$ cat src/hdl/sgs_pkg.sv
// Shared types and constants for the scan gap segmenter.
package sgs_pkg;

  localparam int DIST_W   = 16;
  localparam int POS_W    = 16;
  localparam int COUNT_W  = 11;
  localparam int LIMIT_W  = 15;
  localparam int OUT_W    = 10;
  localparam int CFG_IDX_W  = 3;
  localparam int CFG_DATA_W = 16;

  // Register indexes on the configuration port
  localparam logic [CFG_IDX_W-1:0] REG_DIST_FLOOR        = 3'd0;
  localparam logic [CFG_IDX_W-1:0] REG_MIN_OBJECT_POINTS = 3'd1;
  localparam logic [CFG_IDX_W-1:0] REG_GAP_THRESHOLD     = 3'd2;
  localparam logic [CFG_IDX_W-1:0] REG_X_LIMIT           = 3'd3;
  localparam logic [CFG_IDX_W-1:0] REG_Y_LIMIT           = 3'd4;
  localparam logic [CFG_IDX_W-1:0] REG_MAX_OBJECTS       = 3'd5;

  localparam logic [DIST_W-1:0]  RST_DIST_FLOOR        = 16'd0;
  localparam logic [COUNT_W-1:0] RST_MIN_OBJECT_POINTS = 11'd1;
  localparam logic [DIST_W-1:0]  RST_GAP_THRESHOLD     = 16'd90;
  localparam logic [LIMIT_W-1:0] RST_X_LIMIT           = 15'd1300;
  localparam logic [LIMIT_W-1:0] RST_Y_LIMIT           = 15'd800;
  localparam logic [COUNT_W-1:0] RST_MAX_OBJECTS       = 11'd16;

  typedef struct packed {
    logic [DIST_W-1:0]  dist_floor;
    logic [COUNT_W-1:0] min_object_points;
    logic [DIST_W-1:0]  gap_threshold;
    logic [LIMIT_W-1:0] x_limit;
    logic [LIMIT_W-1:0] y_limit;
    logic [COUNT_W-1:0] max_objects;
  } cfg_t;

  typedef struct packed {
    logic [DIST_W-1:0]        distance;
    logic signed [POS_W-1:0]  pos_x;
    logic signed [POS_W-1:0]  pos_y;
    logic                     is_last;
  } point_t;

  typedef struct packed {
    logic             emit;
    logic [OUT_W-1:0] obj_start;
    logic [OUT_W-1:0] obj_len;
  } obj_t;

endpackage

$ cat src/hdl/sgs_cfg.sv
// Configuration register file for the scan gap segmenter.
module sgs_cfg (
  input  logic                           clk,
  input  logic                           rst,
  input  logic                           wr_en,
  input  logic [sgs_pkg::CFG_IDX_W-1:0]  wr_index,
  input  logic [sgs_pkg::CFG_DATA_W-1:0] wr_data,
  output sgs_pkg::cfg_t                  cfg
);
  import sgs_pkg::*;

  always_ff @(posedge clk) begin
    if (rst) begin
      cfg.dist_floor        <= RST_DIST_FLOOR;
      cfg.min_object_points <= RST_MIN_OBJECT_POINTS;
      cfg.gap_threshold     <= RST_GAP_THRESHOLD;
      cfg.x_limit           <= RST_X_LIMIT;
      cfg.y_limit           <= RST_Y_LIMIT;
      cfg.max_objects       <= RST_MAX_OBJECTS;
    end else if (wr_en) begin
      unique case (wr_index)
        REG_DIST_FLOOR:        cfg.dist_floor        <= wr_data;
        REG_MIN_OBJECT_POINTS: cfg.min_object_points <= wr_data[COUNT_W-1:0];
        REG_GAP_THRESHOLD:     cfg.gap_threshold     <= wr_data;
        REG_X_LIMIT:           cfg.x_limit           <= wr_data[LIMIT_W-1:0];
        REG_Y_LIMIT:           cfg.y_limit           <= wr_data[LIMIT_W-1:0];
        REG_MAX_OBJECTS:       cfg.max_objects       <= wr_data[COUNT_W-1:0];
        default: ;
      endcase
    end
  end

endmodule

$ cat src/hdl/sgs_core.sv
// Per-point segmentation step and scan state.
module sgs_core #(
  parameter int MAX_POINTS = 1024
) (
  input  logic            clk,
  input  logic            rst,
  input  logic            step,
  input  sgs_pkg::point_t pt,
  input  sgs_pkg::cfg_t   cfg,
  output sgs_pkg::obj_t   res
);
  import sgs_pkg::*;

  localparam int IW = $clog2(MAX_POINTS);
  localparam logic [IW-1:0] LAST_IDX = IW'(MAX_POINTS - 1);

  logic [IW-1:0]      point_index;
  logic               tracking;
  logic [IW-1:0]      start_index;
  logic [DIST_W-1:0]  last_distance;
  logic [COUNT_W-1:0] objects_emitted;

  logic [POS_W:0]     sx, sy, ax, ay;
  logic [DIST_W:0]    dd;
  logic [DIST_W-1:0]  diff;
  logic               last, pt_ok, jump, qualifies;
  logic [IW-1:0]      close_len;
  logic [IW+10:0]     len_ext, minp_ext, start_ext;

  always_comb begin
    sx = {pt.pos_x[POS_W-1], pt.pos_x};
    sy = {pt.pos_y[POS_W-1], pt.pos_y};
    ax = pt.pos_x[POS_W-1] ? ((POS_W+1)'(0) - sx) : sx;
    ay = pt.pos_y[POS_W-1] ? ((POS_W+1)'(0) - sy) : sy;
    pt_ok = (pt.distance >= cfg.dist_floor) &&
            (ax <= {2'b00, cfg.x_limit}) && (ay <= {2'b00, cfg.y_limit});

    dd   = {1'b0, pt.distance} - {1'b0, last_distance};
    diff = dd[DIST_W] ? DIST_W'(~dd[DIST_W-1:0] + 1'b1) : dd[DIST_W-1:0];
    jump = diff >= cfg.gap_threshold;

    last      = pt.is_last || (point_index == LAST_IDX);
    close_len = point_index - start_index;
    len_ext   = {11'b0, close_len};
    minp_ext  = {{IW{1'b0}}, cfg.min_object_points};
    start_ext = {11'b0, start_index};
    qualifies = (len_ext >= minp_ext) && (objects_emitted < cfg.max_objects);

    // an open object ends at the last point, an invalid point or a jump
    res.emit      = tracking && qualifies && (last || !pt_ok || jump);
    res.obj_start = start_ext[OUT_W-1:0];
    res.obj_len   = len_ext[OUT_W-1:0];
  end

  always_ff @(posedge clk) begin
    if (rst) begin
      point_index     <= '0;
      tracking        <= 1'b0;
      start_index     <= '0;
      last_distance   <= '0;
      objects_emitted <= '0;
    end else if (step) begin
      if (last) begin
        point_index     <= '0;
        tracking        <= 1'b0;
        start_index     <= '0;
        last_distance   <= '0;
        objects_emitted <= '0;
      end else begin
        point_index <= point_index + 1'b1;
        if (res.emit) begin
          objects_emitted <= objects_emitted + 1'b1;
        end
        if (tracking) begin
          if (!pt_ok) begin
            tracking <= 1'b0;
          end else begin
            // jump point opens the next object
            if (jump) begin
              start_index <= point_index;
            end
            last_distance <= pt.distance;
          end
        end else if (pt_ok) begin
          tracking      <= 1'b1;
          start_index   <= point_index;
          last_distance <= pt.distance;
        end
      end
    end
  end

endmodule

$ cat src/hdl/scan_gap_segmenter.sv
// Top level of the scan gap segmenter: input and result registers around the core.
//
// Points of a range scan enter on the in channel (distance, pos_x, pos_y,
// is_last), one item per cycle at most. Each point lands in an input
// register, from which the segmentation step runs on it and updates the
// scan state. A point that closes a qualifying object loads the result
// register, which shows obj_start and obj_len on the out channel. The
// input and result registers lie between accept and out_valid; sustained
// throughput is one point per cycle while no result is stalled, as the
// step between them is combinational. Points that close nothing produce
// no item. When a result waits with out_ready low, it holds and the input
// register takes one more point; further points wait until it is taken.
// The cfg channel writes the six registers by index and is always ready
// outside reset; write it only while no point is in flight. Synchronous
// reset clears the scan state, both valid flags and all configuration to
// its default values; no in or cfg handshake completes while rst is high.
module scan_gap_segmenter #(
  parameter int MAX_POINTS = 1024
) (
  input  logic                           clk,
  input  logic                           rst,
  input  logic                           in_valid,
  output logic                           in_ready,
  input  logic [sgs_pkg::DIST_W-1:0]     distance,
  input  logic signed [sgs_pkg::POS_W-1:0] pos_x,
  input  logic signed [sgs_pkg::POS_W-1:0] pos_y,
  input  logic                           is_last,
  output logic                           out_valid,
  input  logic                           out_ready,
  output logic [sgs_pkg::OUT_W-1:0]      obj_start,
  output logic [sgs_pkg::OUT_W-1:0]      obj_len,
  input  logic                           cfg_valid,
  output logic                           cfg_ready,
  input  logic [sgs_pkg::CFG_IDX_W-1:0]  cfg_index,
  input  logic [sgs_pkg::CFG_DATA_W-1:0] cfg_data
);
  import sgs_pkg::*;

  cfg_t   cfg;
  point_t pt;
  logic   pt_valid;
  obj_t   res;
  logic   step;

  assign cfg_ready = !rst;
  assign step      = pt_valid && (!out_valid || out_ready);
  assign in_ready  = !rst && (!pt_valid || step);

  sgs_cfg u_cfg (
    .clk      (clk),
    .rst      (rst),
    .wr_en    (cfg_valid && cfg_ready),
    .wr_index (cfg_index),
    .wr_data  (cfg_data),
    .cfg      (cfg)
  );

  sgs_core #(
    .MAX_POINTS (MAX_POINTS)
  ) u_core (
    .clk  (clk),
    .rst  (rst),
    .step (step),
    .pt   (pt),
    .cfg  (cfg),
    .res  (res)
  );

  always_ff @(posedge clk) begin
    if (rst) begin
      pt_valid <= 1'b0;
    end else if (in_valid && in_ready) begin
      pt_valid <= 1'b1;
    end else if (step) begin
      pt_valid <= 1'b0;
    end
  end

  always_ff @(posedge clk) begin
    if (in_valid && in_ready) begin
      pt.distance <= distance;
      pt.pos_x    <= pos_x;
      pt.pos_y    <= pos_y;
      pt.is_last  <= is_last;
    end
  end

  always_ff @(posedge clk) begin
    if (rst) begin
      out_valid <= 1'b0;
    end else if (step) begin
      out_valid <= res.emit;
    end else if (out_ready) begin
      out_valid <= 1'b0;
    end
  end

  always_ff @(posedge clk) begin
    if (step && res.emit) begin
      obj_start <= res.obj_start;
      obj_len   <= res.obj_len;
    end
  end

endmodule

$ cat config.mk
export PLATFORM = sky130hd
export DESIGN_NAME = scan_gap_segmenter
export DESIGN_NICKNAME = d
export VERILOG_FILES = /design/src/hdl/sgs_pkg.sv /design/src/hdl/sgs_cfg.sv /design/src/hdl/sgs_core.sv /design/src/hdl/scan_gap_segmenter.sv
export SDC_FILE = /design/constraint.sdc
export NUM_CORES = 1
export LEC_CHECK = 0
export BUFFER_PORTS_ARGS = -buffer_cell sky130_fd_sc_hd__clkbuf_2
export CAP_MARGIN = 20
export CELL_PAD_IN_SITES_DETAIL_PLACEMENT = 0
export CELL_PAD_IN_SITES_GLOBAL_PLACEMENT = 1
export CORE_MARGIN = 2
export CORE_UTILIZATION = 48
export DETAILED_ROUTE_END_ITERATION = 16
export PLACE_DENSITY = 0.85
export SYNTH_ARGS = -nofsm -noshare
export SYNTH_HDL_FRONTEND = slang
export SYNTH_HIERARCHICAL = 1
export SYNTH_SLANG_ARGS = --single-unit
export TNS_END_PERCENT = 50
$ cat constraint.sdc
create_clock -name clk -period 6.66 [get_ports clk]
set_input_delay 1.332 -clock clk [delete_from_list [all_inputs] [get_ports clk]]
set_output_delay 1.332 -clock clk [all_outputs]
set_load 0.02 [all_outputs]
; ---- Word-level counts from Yosys, hierarchy flattened
; Index checks and enable logic that the tools add are counted.
[totals]
ff_bits = 203
output_inout_bits = 23
word_cells = 92
[classes]
addsub = 7
n_lt_le_gt_ge = 6
eq_ne = 7
muxes = 19
n_bitwise = 1
n_reduce_logical = 33
[ops]
columns = cell, count
row1 = 10-bit 2-to-1 mux, 6
row2 = 16-bit 2-to-1 mux, 3
row3 = 17-bit by 15-bit <= comparator with 1-bit output, 2
row4 = 17-bit 2-to-1 mux, 2
row5 = "1-bit by 16-bit subtractor with 17-bit output, first input constant", 2
row6 = 16-bit >= comparator, 2
row7 = 11-bit 2-to-1 mux, 2
row8 = 16-bit by 16-bit subtractor with 17-bit output, 1
row9 = "16-bit by 1-bit adder with 16-bit output, second input constant", 1
row10 = 16-bit NOT, 1
row11 = 2-bit AND reduction, 8
row12 = "11-bit by 1-bit adder with 11-bit output, second input constant", 1
row13 = 10-bit by 11-bit >= comparator with 1-bit output, 1
row14 = 11-bit < comparator, 1
row15 = "10-bit by 1-bit adder with 10-bit output, second input constant", 1
row16 = "10-bit equality test, second input constant", 1
row17 = 1-bit logical AND, 10
row18 = 10-bit subtractor, 1
row19 = 2-bit nonzero test, 4
row20 = "3-bit by 2-bit equality test with 1-bit output, second input constant", 2
row21 = "3-bit equality test, second input constant", 2
row22 = 1-bit 2-to-1 mux, 6
row23 = 1-bit logical OR, 5
row24 = 1-bit logical NOT, 4
row25 = other kinds (4), 4

; ---- Depth between registers and ports, before layout
[logic_depth]
ltp_word = 11
ltp_mapped = 25

; ---- Modules after synthesis
; Netlist, hierarchy kept.
[modules_own_cells]
columns = mod, instances, cells_each, area_each_um2, seq_area_each_um2
row1 = sgs_core, 1, 837, 6377.4, 960.9
row2 = sgs_cfg, 1, 315, 3395.8, 1681.6
row3 = scan_gap_segmenter, 1, 84, 2195.9, 2112.0

; ---- Worst setup path before layout
; No wires, ideal clock.
[synth_timing]
path_kind = reg-to-reg
from = reg, netlist name pt[33]
to = reg obj_len[0] in the netlist's numbering, enable pin
arrival_time_ns = 5.555
t_required_ns = 6.263
slack_ns = 0.709
stages_incl_launch_ff = 24
path_cell_list = edfxtp_1 inv_1 ha_1 inv_1 fa_1 a211oi_1 o211a_1 nor3_1 o21a_1 o31a_1 or4b_2 o31ai_1 mux2i_1 xnor2_1 ha_1 nand4_1 nor2_1 o2111a_1 a21oi_1 and4_4 nor3_4 buf_4 nand2_1 nor2_1
[synth_lines]
columns = element, line_no
row1 = to (signal assigned), scan_gap_segmenter.sv:101  ; obj_len <= res.obj_len;
row2 = to (decl), scan_gap_segmenter.sv:31  ; output logic [sgs_pkg::OUT_W-1:0] obj_len,

==> summary.txt <==
Critical path
  – Worst Path Required: 6.85 ns
  – Reg2reg end: obj_len[9]
  – Setup crit end kind: register
  – CP startpoint: pt[33]
  – Worst R2R Start: pt[33]
  – Reg-to-reg slack, setup: 0.59 ns
  – Critical Path AT: 6.25 ns
  – Crit path buf inv count: 3
  – Setup crit end: obj_len[9]
  – Critical-path cell list: inv_1 -> ha_1 -> inv_1 -> fa_1 -> a211oi_1 -> nor2_1 -> xnor2_1 -> and3_1 -> nand4_1 -> or4b_2 -> o31ai_1 -> mux2i_1 -> xnor2_1 -> ha_1 -> nand4_1 -> nor2_1 -> o2111a_1 -> a21oi_1 -> and4_4 -> nor3_4 -> nand2_1 -> nor2_1 -> buf_4
  – Startpoint Class: register
  – Delay-heaviest family, CP: simple AND/OR/NAND/NOR gates
  – Slowest cell on the critical path: or4b_2
  – R2R depth: 23
  – Crit path max fanout: 20
  – WP depth: 23
  – Worst path most repeated cell: nor2_1
  – CP max stage delay: 0.71 ns
  – Crit path kind: reg2reg

Pwr
  – PwrDens: 211 nW/um^2
  – Tot Pwr: 2.84 mW
  – Peak supply drop: 189 uV
  – Pleak: 5.46 nW

Logic synthesis
  – Main synth FF type: dfxtp_1
  – Post-Syn Nets: 1,423
  – Register area share after synthesis: 39.7%
  – #FFs+latches synth: 203
  – Synth warn: 6
  – Synth top area cells: dfxtp_1 22%, edfxtp_1 17%, ha_1 12%
  – Post-synth EDFFs: 69
  – Post-Syn Area per Cell: 9.68 um^2
  – Synth cell types: 85
  – Syn Inst Count: 1,236
  – Synth top area share: 22.4%
  – Mapped cell area: 12,000 um^2
  – Most area-hungry cell type in the Yosys netlist: dfxtp_1
  – Asr flop ratio synth: 0%

Timing
  – Setup TNS: 0 ns
  – RSZ-0062 raised after global routing: no
  – Final Max Slew Viols: 0
  – Hold Violations, Final: 0
  – Maximum clock rate: 165 MHz
  – Clk_skew: 0.0151 ns
  – Setup Viol. Count Final: 0
  – Minimum clock period: 6.07 ns
  – Slew @ Worst Pin: 0.974 ns
  – Period Utilization, post-route: 91.1%
  – Slew headroom: 34.7%

Global routing
  – First-pass GRT wire length: 42.9 mm
  – Largest net degree at the start of global routing: 94
  – GR Overflow Total: 0
  – Initial antenna violation count: 0
  – Total GRT Usage: 20.1%
  – Vias in the first global route: 8,502

Finish
  – FILL cells: 2,241
  – Share of cells above drive strength 1: 13.5%
  – Area growth syn-to-layout: 12.1%
  – Design Area, Final: 13,400 um^2
  – # diodes: 0
  – Non-filler cells, final: 1,655
  – Nets@finish: 1,502

Clocking
  – Clock Sinks: 203
  – Max clock buf depth: 3
  – CTS Buf Count: 23
  – Hold-fix buffers, CTS: 0
  – Root Driver: clkbuf_16
  – Post-CTS setup buffer count: 0
  – H-tree depth: 1
  – CTS tree: built
  – Resized cells post-CTS: 0
  – Clock Latency Late Sink: 0.51 ns
  – Reg clk slew, reported paths: 0.06 ns

Drt
  – Vias per inst: 5.37
  – Routed Antenna Nets: 0
  – DRT Pass-1 Iters: 5
  – Drt drc: 0
  – Routed wire length: 26.4 mm
  – Initial DRC Count: 575
  – Routed via count: 8,889
  – Mean routed wirelength per cell: 15.9 um

Floorplan
  – Die Height: 162 um
  – Full die area: 26,200 um^2
  – Initial Util: 49.1%
  – Placeable Area: 24,400 um^2
  – Die Width: 162 um
  – IO Pins: 96
  – Rows: 57

Placed design
  – Placed Instances: 1,614
  – Hpwl dp: 19.6 mm
  – Final GP Congestion: 0.879
  – Dpl cell area: 12,700 um^2
  – Port Buffers: 95

Worst hold path
  – Worst Hold Class: reg2reg
  – Worst Hold Path Cells: 0

Job
  – Max Cap Violations: 0

Status
  – Status: finished clean
-- registers in the layout (all words and copies together), names as in the netlist --
| signal | cells |
|---|---|
| u_core/tracking | 1 |
| u_cfg/cfg | 84 |
| u_core/start_index | 10 |
| pt | 49 |
| u_core/last_distance | 16 |
| u_core/objects_emitted | 11 |
| out_valid | 1 |
| pt_valid | 1 |
| u_core/point_index | 10 |
| obj_start | 10 |
| obj_len | 10 |
-- cells in the final DEF (no fill, tap or decap), drive strengths merged, types with 7 or more instances in the layout --
master	synthesis	final
a211oi	8	8
a21o	11	11
a21oi	36	36
a22oi	16	16
a31o	9	9
a31oi	15	15
and2	10	10
and3	11	11
buf	16	7
clkbuf	31	125
clkinv	2	7
dfxtp	134	134
edfxtp	69	69
ha	112	112
inv	126	126
mux2	8	8
mux2i	87	87
nand2	52	52
nand2b	107	107
nand3	18	18
nand4	21	21
nor2	100	100
nor2b	7	7
nor3	10	10
nor4	7	7
o211ai	8	8
o21ai	41	41
o31ai	13	13
or3	7	7
or4	7	7
xnor2	50	50
xor2	12	12
-- cells in the mapped netlist, drive strengths merged (5+ instances only) --
cell and n:
a211oi 8, a21boi 5, a21o 11, a21oi 36
a22oi 16, a31o 9, a31oi 15, and2 10
and3 11, buf 16, clkbuf 31, dfxtp 134
edfxtp 69, ha 112, inv 126, mux2 8
mux2i 87, nand2 52, nand2b 107, nand3 18
nand4 21, nor2 100, nor2b 7, nor3 10
nor3b 6, nor4 7, o211ai 8, o21a 6
o21ai 41, o31ai 13, or3 7, or4 7
xnor2 50, xor2 12
-- report_power, final --
part           switching, mW  internal, mW
Clock                  0.502         0.706
Sequential            0.0180          1.30
Combinational          0.173         0.132
Total                  0.694          2.14
-- kinds of logic after synthesis --
logic type | synth area share (%)
AOI/OAI and AO/OA | 11.8
xor gates and xnor gates | 4.54
adders and majority gates | 12.0
buffers and inverters | 5.85
DFF | 39.7
muxes | 8.25
and+or+nand+nor | 17.8
-- area by class of cell --
type,count,area [um^2],share of cell area (%)
Clock inverter,10,82.6,0.615
Clock buffer,31,636,4.74
Sequential cell,203,4750,35.4
Multi-Input combinational cell,858,6540,48.7
Inverter,128,480,3.58
Timing Repair Buffer,101,523,3.90
Tap cell,324,405,3.02
-- layer usage --
metal  vias up  GRT usage, %  routed length [um]
met5         -             0                   0
met4         0          5.87                 728
met3        43          2.43                 889
met2       152          33.4               12300
met1      4176          27.5               12400
li1       4518             -                   -
-- how the worst min path moves through the flow --
stage | from | end
2_1_floorplan | u_core/start_index[1] | obj_start[1]
3_3_place_gp | u_core/start_index[4] | obj_start[4]
3_5_place_dp | u_core/start_index[2] | obj_start[2]
4_1_cts | u_core/start_index[7] | obj_start[7]
5_1_grt | u_core/start_index[7] | obj_start[7]
6_report | u_core/start_index[7] | obj_start[7]
-- stage by stage --
step,worst slack (ns),hold WS (ns),util (%)
final,0.594,0.428,55.0
after floorplan,0.709,0.408,-
after CTS,0.686,0.429,55.0
after global placement,0.818,0.412,52.1
after global routing,0.255,0.435,55.0
after detailed placement,0.737,0.415,52.1
No activity file was read; power rests on OpenSTA's default activity.
